**src/sv/fwpi_pkg.sv**
```systemverilog
// Shared types and codes for the positional-insert queue.
// Used by the controller, the datapath and the top level; no dependencies.
`default_nettype none
package fwpi_pkg;

	typedef enum logic [1:0] {
		REQ_APPEND = 2'd0,
		REQ_POP    = 2'd1,
		REQ_DRAIN  = 2'd2,
		REQ_INSERT = 2'd3
	} req_t;

	typedef enum logic [1:0] {
		ST_STORED  = 2'd0,
		ST_REMOVED = 2'd1,
		ST_EMPTY   = 2'd2,
		ST_FULL    = 2'd3
	} status_t;

	localparam logic [6:0] MAX_POS_RESET = 7'd16;

	typedef struct packed {
		logic [1:0]         req_type;
		logic signed [31:0] value;
		logic signed [7:0]  position;
	} in_t;

	typedef struct packed {
		logic signed [31:0] value_out;
		logic [1:0]         status;
		logic               last;
	} out_t;

	// Controller to datapath.
	typedef struct packed {
		logic capture;
		logic exec;
	} cmd_t;

	// Datapath to controller.
	typedef struct packed {
		logic last;
	} sts_t;

endpackage
`default_nettype wire

```
**src/sv/fwpi_ctrl.sv**
```systemverilog
// Sequencing controller for the positional-insert queue.
// Depends on fwpi_pkg for the command and status structs.
`default_nettype none
module fwpi_ctrl
	import fwpi_pkg::*;
(
	input  wire logic clk,
	input  wire logic arst_n,
	input  wire logic in_valid,
	output logic      in_stall,
	output logic      out_valid,
	input  wire logic out_stall,
	input  wire sts_t sts,
	output cmd_t      cmd
);

	typedef enum logic [2:0] {
		S_IDLE = 3'b001,
		S_EXEC = 3'b010,
		S_RESP = 3'b100
	} state_t;

	state_t state_q, state_nxt;

	always_ff @(posedge clk or negedge arst_n) begin
		if (!arst_n) begin
			state_q <= S_IDLE;
		end else begin
			state_q <= state_nxt;
		end
	end

	always_comb begin
		state_nxt   = state_q;
		cmd.capture = 1'b0;
		cmd.exec    = 1'b0;
		unique case (state_q)
			S_IDLE: begin
				if (in_valid) begin
					cmd.capture = 1'b1;
					state_nxt   = S_EXEC;
				end
			end
			S_EXEC: begin
				cmd.exec  = 1'b1;
				state_nxt = S_RESP;
			end
			S_RESP: begin
				// A drain goes back for the next entry until its final transfer.
				if (!out_stall) begin
					state_nxt = sts.last ? S_IDLE : S_EXEC;
				end
			end
			default: state_nxt = S_IDLE;
		endcase
	end

	assign in_stall  = (state_q != S_IDLE);
	assign out_valid = (state_q == S_RESP);

endmodule
`default_nettype wire

```
**src/sv/fwpi_dp.sv**
```systemverilog
// Datapath for the positional-insert queue: entry shift array, count,
// limit register, request latch and result register. Depends on fwpi_pkg.
`default_nettype none
module fwpi_dp
	import fwpi_pkg::*;
#(
	parameter int DEPTH = 32
) (
	input  wire logic       clk,
	input  wire logic       arst_n,
	input  wire cmd_t       cmd,
	input  wire in_t        in_data,
	input  wire logic       cfg_we,
	input  wire logic [6:0] cfg_wdata,
	output out_t            out_data,
	output sts_t            sts
);

	localparam int IW = $clog2(DEPTH);
	localparam int CW = $clog2(DEPTH + 1);

	logic [31:0]   entry_q [DEPTH];
	logic [CW-1:0] count_q;
	logic [6:0]    max_pos_q;
	in_t           req_q;
	out_t          res_q;

	logic          full, empty, is_pop, is_ins, pos_ok, do_ins, do_pop;
	logic [IW-1:0] p_eff;

	always_ff @(posedge clk or negedge arst_n) begin
		if (!arst_n) begin
			max_pos_q <= MAX_POS_RESET;
		end else if (cfg_we) begin
			max_pos_q <= cfg_wdata;
		end
	end

	always_ff @(posedge clk) begin
		if (cmd.capture) begin
			req_q <= in_data;
		end
	end

	assign full   = (count_q == CW'(DEPTH));
	assign empty  = (count_q == '0);
	assign is_pop = (req_q.req_type == REQ_POP) || (req_q.req_type == REQ_DRAIN);
	assign is_ins = (req_q.req_type == REQ_APPEND) || (req_q.req_type == REQ_INSERT);

	// An out-of-range insert, or one into an empty queue, lands at the tail.
	assign pos_ok = (req_q.req_type == REQ_INSERT) && !req_q.position[7] && !empty
		&& (req_q.position[6:0] <= max_pos_q)
		&& (8'(req_q.position) <= 8'(count_q));
	assign p_eff  = pos_ok ? IW'(req_q.position[6:0]) : IW'(count_q);
	assign do_ins = cmd.exec && is_ins && !full;
	assign do_pop = cmd.exec && is_pop && !empty;

	for (genvar i = 0; i < DEPTH; i++) begin : g_entry
		localparam logic [IW-1:0] IDX_I = IW'(i);
		localparam logic [CW-1:0] IDX_C = CW'(i);
		always_ff @(posedge clk) begin
			if (do_ins) begin
				if (IDX_I == p_eff) begin
					entry_q[i] <= req_q.value;
				end else if (i > 0 && IDX_I > p_eff && IDX_C <= count_q) begin
					entry_q[i] <= entry_q[(i > 0) ? i - 1 : 0];
				end
			end else if (do_pop && i < DEPTH - 1) begin
				entry_q[i] <= entry_q[(i < DEPTH - 1) ? i + 1 : i];
			end
		end
	end

	always_ff @(posedge clk or negedge arst_n) begin
		if (!arst_n) begin
			count_q <= '0;
		end else if (do_ins) begin
			count_q <= count_q + CW'(1);
		end else if (do_pop) begin
			count_q <= count_q - CW'(1);
		end
	end

	always_ff @(posedge clk or negedge arst_n) begin
		if (!arst_n) begin
			res_q <= '0;
		end else if (cmd.exec) begin
			res_q.last <= !(req_q.req_type == REQ_DRAIN) || empty
				|| (count_q == CW'(1));
			if (is_ins) begin
				res_q.value_out <= '0;
				res_q.status    <= full ? ST_FULL : ST_STORED;
			end else if (empty) begin
				res_q.value_out <= '0;
				res_q.status    <= ST_EMPTY;
			end else begin
				res_q.status    <= ST_REMOVED;
				res_q.value_out <= entry_q[0];
			end
		end
	end

	assign out_data = res_q;
	assign sts.last = res_q.last;

endmodule
`default_nettype wire

```
**src/sv/fifo_with_positional_insert_unit.sv**
```systemverilog
// Positional-insert queue: each request goes through capture, execute and present result,
// and a new request is taken only once its last result has been accepted; a drain emits
// its results one by one through the execute/present loop of the controller.
// Reset clears the entry count, sets the position limit to 16 and drops out_valid;
// stored entries are not cleared. Depends on fwpi_pkg, fwpi_ctrl and fwpi_dp.
`default_nettype none
module fifo_with_positional_insert_unit
	import fwpi_pkg::*;
#(
	parameter int DEPTH = 32
) (
	input  wire logic       clk,
	input  wire logic       arst_n,
	input  wire logic       in_valid,
	output logic            in_stall,
	input  wire in_t        in_data,
	output logic            out_valid,
	input  wire logic       out_stall,
	output out_t            out_data,
	input  wire logic       cfg_we,
	input  wire logic [6:0] cfg_wdata
);

	cmd_t cmd;
	sts_t sts;

	fwpi_ctrl u_ctrl (
		.clk       (clk),
		.arst_n    (arst_n),
		.in_valid  (in_valid),
		.in_stall  (in_stall),
		.out_valid (out_valid),
		.out_stall (out_stall),
		.sts       (sts),
		.cmd       (cmd)
	);

	fwpi_dp #(
		.DEPTH (DEPTH)
	) u_dp (
		.clk       (clk),
		.arst_n    (arst_n),
		.cmd       (cmd),
		.in_data   (in_data),
		.cfg_we    (cfg_we),
		.cfg_wdata (cfg_wdata),
		.out_data  (out_data),
		.sts       (sts)
	);

endmodule
`default_nettype wire
```
**config.mk**
```make
export PLATFORM = sky130hd
export DESIGN_NAME = fifo_with_positional_insert_unit
export DESIGN_NICKNAME = d
export VERILOG_FILES = /design/src/sv/fwpi_pkg.sv /design/src/sv/fwpi_ctrl.sv /design/src/sv/fwpi_dp.sv /design/src/sv/fifo_with_positional_insert_unit.sv
export SDC_FILE = /design/constraint.sdc
export NUM_CORES = 2
export LEC_CHECK = 0
export BUFFER_PORTS_ARGS = -buffer_cell sky130_fd_sc_hd__clkbuf_2
export CAP_MARGIN = 20
export CORE_ASPECT_RATIO = 0.7
export CORE_MARGIN = 1
export CORE_UTILIZATION = 50
export CTS_BUF_LIST = sky130_fd_sc_hd__clkbuf_16
export DETAILED_ROUTE_END_ITERATION = 6
export HOLD_SLACK_MARGIN = 0.15
export PLACE_DENSITY = 0.65
export SLEW_MARGIN = 20
export SYNTH_ARGS = -nofsm -noshare
export SYNTH_HDL_FRONTEND = slang
export SYNTH_SLANG_ARGS = --single-unit
```
**constraint.sdc**
```tcl
create_clock -name clk -period 20.8 [get_ports clk]
set_input_delay 4.16 -clock clk [delete_from_list [all_inputs] [get_ports clk]]
set_output_delay 4.16 -clock clk [all_outputs]
set_load 0.05 [all_outputs]
```
After elaboration in Yosys (flattened, before gate mapping)

Memories as Yosys holds them, arrays and structs flattened.
Cells that the tools add are included.

Input port bits: 54
Memory bits (writable): 1024
Memories kept: 1
Bits in registers: 93

Memory list:

| name         | words | width | rd ports | clocked after memory_dff | write ports | RTL line      | text |
|---|---|---|---|---|---|---|---|
| u_dp.entry_q | 32    | 32    | 32       | 0                        | 32          | fwpi_dp.sv:22 | `logic [31:0] entry_q [DEPTH];` |

Reductions and logical operators: 52
Magnitude comparators: 64
Bitwise logic cells: 62
Equal/unequal tests: 42
Add/sub/neg operators: 2
Multiplexer cells: 298

Operators with widths:

| cell                                                          | number |
|---|---|
| two-way mux 32 bit                                            | 62 |
| two-way mux 1 bit                                             | 226 |
| less-or-equal comparator 5 x 6 -> 1 bit, first input constant | 16 |
| == test 5 bit, first input constant                           | 16 |
| > comparator 5 bit, first input constant                      | 16 |
| two-way mux 34 bit                                            | 2 |
| bitwise OR 1 bit                                              | 62 |
| less-or-equal comparator 4 x 6 -> 1 bit, first input constant | 8 |
| == test 4 x 5 -> 1 bit, first input constant                  | 8 |
| > comparator 4 x 5 -> 1 bit, first input constant             | 8 |
| logical AND 1 bit                                             | 39 |
| less-or-equal comparator 3 x 6 -> 1 bit, first input constant | 4 |
| == test 3 x 5 -> 1 bit, first input constant                  | 4 |
| > comparator 3 x 5 -> 1 bit, first input constant             | 4 |
| less-or-equal comparator 2 x 6 -> 1 bit, first input constant | 2 |
| two-way mux 6 bit                                             | 2 |
| == test 2 x 5 -> 1 bit, first input constant                  | 2 |
| > comparator 2 x 5 -> 1 bit, first input constant             | 2 |
| case mux 3 bit (3 select lines)                               | 1 |
| less-or-equal comparator 8 x 6 -> 1 bit                       | 1 |
| less-or-equal comparator 7 bit                                | 1 |
| adder 6 x 1 -> 6 bit, second input constant                   | 1 |
| == test 6 x 1 -> 1 bit, second input constant                 | 1 |
| == test 6 bit, second input constant                          | 1 |
| 21 further kinds                                              | 31 |

Logic depth before layout (Yosys ltp)

Depth after elaboration: 14
Gate-level depth with buffers: 16
Mapped depth without buffers: 9

Hierarchy

From an unflattened synthesis, not the netlist that was laid out.

Cells, all modules: 4686
Area total of the unflattened synthesis: 54697.5 um^2

By module, submodules not included:

| module    | area an instance (um^2) | cells each | sequential area each (um^2) | instances |
|---|---|---|---|---|
| fwpi_dp   | 54528.5                 | 4668       | 33213.1                     | 1 |
| fwpi_ctrl | 168.9                   | 18         | 76.3                        | 1 |

Least setup slack after synthesis

Ideal clock, no wire load.

Kind: reg-to-reg
From: register u_dp.count_q[4]
To: memory u_dp.entry_q[17][0] (netlist: u_dp.entry_q[1][32]) (enable)
Buffers on the path: 5
Cell stages (with the launch flop): 15
Library setup time: 0.533 ns
Slack: 13.747 ns
Arrival: 6.520 ns
Cell sequence: dfrtp_1 buf_2 inv_1 clkbuf_1 ha_1 nor4bb_1 mux2_1 a31oi_1 buf_2 nor3_4 buf_4 buf_2 nor3_1 o21ai_0 o311ai_0

RTL lines:

| what                   | RTL line      | text |
|---|---|---|
| from (decl)            | fwpi_dp.sv:23 | `logic [CW-1:0] count_q;` |
| from (signal assigned) | fwpi_dp.sv:78 | `count_q <= count_q + CW'(1);` |
| from (signal assigned) | fwpi_dp.sv:80 | `count_q <= count_q - CW'(1);` |
| to (decl)              | fwpi_dp.sv:22 |  |

Worst setup path after layout

From: register u_ctrl.state_q[0]
To: output in_stall

Longest elaborated chain between the ends: 1

RTL lines:

| what                           | RTL line                               | text |
|---|---|---|
| from (decl)                    | fwpi_ctrl.sv:23                        | `state_t state_q, state_nxt;` |
| from (signal assigned)         | fwpi_ctrl.sv:29                        | `state_q <= state_nxt;` |
| inequality test 3 x 1 -> 1 bit | fwpi_ctrl.sv:58                        | `assign in_stall = (state_q != S_IDLE);` |
| to (decl)                      | fifo_with_positional_insert_unit.sv:15 | `output logic in_stall,` |

No other way between the ends.

==> reports/results.txt <==
WL/cell -> 30.98 um
Number of synthesized register bits -> 1117
Final hold violations -> 0
Clock tree from TritonCTS -> done
Fin crit period -> 6222 ps
Slew HR -> 0.1992
Cts hold-fix bufs -> 0
Async set-reset flop share out of synthesis -> 0.04566
R2R Path End -> u_dp.entry_q[1][368]
Stages on the worst setup path -> 2
Slew @ Worst Pin -> 1168 ps
Yosys warnings -> 0
Most frequent cells in the layout -> 1066 x edfxtp_1, 508 x nor2_1, 451 x nand2_1
Post-synth EDFFs -> 1066
Die Span Y -> 280.8 um
Core ar. -> 109200 um2
Final worst slack -> 14580 ps
Die Width -> 400.3 um
LEAKAGE -> 20.79 nW
Vias in the first global route -> 41.38k
Worst VDD drop -> 0.0001017 V
Share of layout cells above drive strength 1 -> 0.1253
DR WL met3 -> 24.48 mm
WL met2 -> 81.20 mm
Largest net degree at the start of global routing -> 181
Synth area leaders -> edfxtp_1 58%, a221o_1 7.5%, nor2_1 3.4%, nand2_1 3.1%, a21oi_1 2.6%
Clk Tree Root Cell -> clkbuf_16
Detailed placer's ending HPWL -> 119.2 mm
Worst reg2reg path depth -> 12
First DRT Iteration DRCs -> 6964
Post-Syn Area per Cell -> 11.35 um2
Slowest stage delay, CP -> 580 ps
Die footprint -> 112400 um2
Final core utilization -> 0.5556
Setup Total Neg Slack -> 0 ps
Setup Buffers After CTS -> 0
Post-route ant nets -> 0
Starting Density -> 0.5084
N_diodes -> 0
Most common cell after layout, fill and taps aside -> edfxtp_1
RSZ-0062 raised after global routing -> no
WP data required -> 16640 ps
Cell family with most CP delay -> flip-flops
CTS Buf Count -> 108
Crit start category -> flop
Post-cts sizing count -> 0
Register area share after synthesis -> 0.5997
Period utilization -> 0.2991
Origin of the critical flop-to-flop path -> u_dp.count_q[4]
Num ports -> 91
Skew-Pair Late Insertion Delay -> 740 ps
I/O Buffers -> 90
DRC violations left -> 0
CP bufs+invs -> 1
Syn_nets -> 4965
WHS Path Cells -> 1
Power Density -> 137.4 nW/um2
Largest area contributor in the netlist -> edfxtp_1
Nets@finish -> 4744
Critical path's slowest cell -> dfstp_2
First-pass GRT wire length -> 281.5 mm
R2r setup slk -> 14620 ps
Top layer in use -> met4
Row count -> 101
DP Area -> 57050 um2
Primary FF master, synth -> edfxtp_1
Synth top area share -> 0.5766
Crit end category -> output pin
Initial antenna violation count -> 1
Grt ovf -> 0
Total Wirelength -> 192.2 mm
Final hold slack -> 486.4 ps
Fin area -> 60660 um2
HP Class -> flop to flop
Max cap viols -> 0
Fillers -> 9190
Yosys cell types -> 82
Worst-path clk slew -> 70 ps
Worst EP arrival -> 2060 ps
CP max FO -> 7
Met1 wire length -> 79.27 mm
Sink Count -> 1117
Pre-CTS setup slack -> 14810 ps
Max clock buf depth -> 3
Slew Viols, Final -> 0
Post-Synthesis Cells -> 4892
Mapped Area -> 55510 um2
Final setup skew -> 35.71 ps
Status -> completed
Critical path cell sequence -> or3b_2 -> clkbuf_2
H-tree depth -> 3
Hold Crit Endpoint -> u_dp.out_data[28]
Hold path start -> u_dp.entry_q[0][25]
Area Overhead vs Synth -> 9.277%
Routed vias -> 43.89k
FMAX -> 160.7 MHz
Routability Congestion -> 0.9107
Post-DR vias/cell -> 7.073
First-pass DRT Iterations -> 6
Kind of critical path -> flop to output pin
Endpoints failing setup -> 0
Global Route Usage Sum -> 0.3365
[sequential cells by signal, indices dropped and copies added, names as in the netlist]
name / count
u_ctrl.state_q: 3
u_dp.count_q: 6
u_dp.entry_q: 1024
u_dp.max_pos_q: 7
u_dp.out_data: 34
u_dp.req_q: 42
u_dp.sts: 1
[worst max path at each step]
stage | startpoint | end | slack, ps
2_1_floorplan | u_dp.count_q[4] | u_dp.entry_q[1][32] | 13750
6_report | u_ctrl.state_q[0] | in_stall | 14580
5_1_grt | u_dp.count_q[4] | u_dp.entry_q[1][361] | 14470
3_3_place_gp | u_dp.count_q[4] | u_dp.entry_q[0][283] | 14880
3_5_place_dp | u_dp.count_q[4] | u_dp.entry_q[1][365] | 14810
4_1_cts | u_ctrl.state_q[0] | in_stall | 14540
[cell usage after synthesis, types with 12 or more instances]
library cell / number
and2_1: 38
a21oi_1: 287
nor3_1: 88
a22oi_1: 27
a31o_2: 36
buf_1: 49
mux2_2: 36
mux2i_1: 109
dfrtp_1: 49
nand3_1: 71
buf_4: 23
buf_2: 104
nand4_1: 50
o31ai_1: 16
a221o_1: 414
nor4_1: 12
clkbuf_1: 377
o21ai_0: 256
o211ai_1: 94
o221a_2: 63
o221ai_1: 106
inv_1: 176
a22o_1: 32
o22ai_1: 66
o21a_1: 33
edfxtp_1: 1066
nor2_1: 510
nand2_1: 453
ha_1: 19
a31oi_1: 89
nor2b_1: 29
[final cells by class]
cell class / count / area (um2) / area share
multi-input cells: 3045 / 19840 / 0.3271
repair buffers: 223 / 1546 / 0.02549
inverters: 176 / 660.6 / 0.01089
flip-flops and latches: 1117 / 33290 / 0.5488
clock inverters: 92 / 768.2 / 0.01266
well taps: 1442 / 1804 / 0.02974
clock buffers: 110 / 2753 / 0.04538
[power by group]
group | internal, W | leakage (nW) | switching, W | total, W
Clock | 0.00111 | 1.81 | 0.000910 | 0.00202
Combinational | 0.000840 | 8.66 | 0.00200 | 0.00284
Sequential | 0.00316 | 10.3 | 0.000318 | 0.00348
Total | 0.00511 | 20.8 | 0.00323 | 0.00834
[cells by family after synthesis]
logic type	Yosys count	share of synthesized area
AOI/OAI and AO/OA	1571	0.2132
and+or+nand+nor	1302	0.1010
DFF	1117	0.5997
buffers and inverters	730	0.05340
muxes	147	0.02741
adders and majority gates	19	0.004282
xor gates and xnor gates	6	0.0009466
[metal layers]
layer  up-vias  global-route usage
li1      18485                   -
met1     21878              0.4933
met2      3154              0.4847
met3       370             0.08024
met4         0              0.1222
met5         -                   0
[per-stage QoR]
step                power (W)  cells
floorplan            0.005209   4892
global placement     0.006183   6000
detailed placement   0.006256   6000
CTS                  0.008244   6202
global route         0.008616   6205
finish               0.008336   6205
No activity file was read; power rests on OpenSTA's default activity.
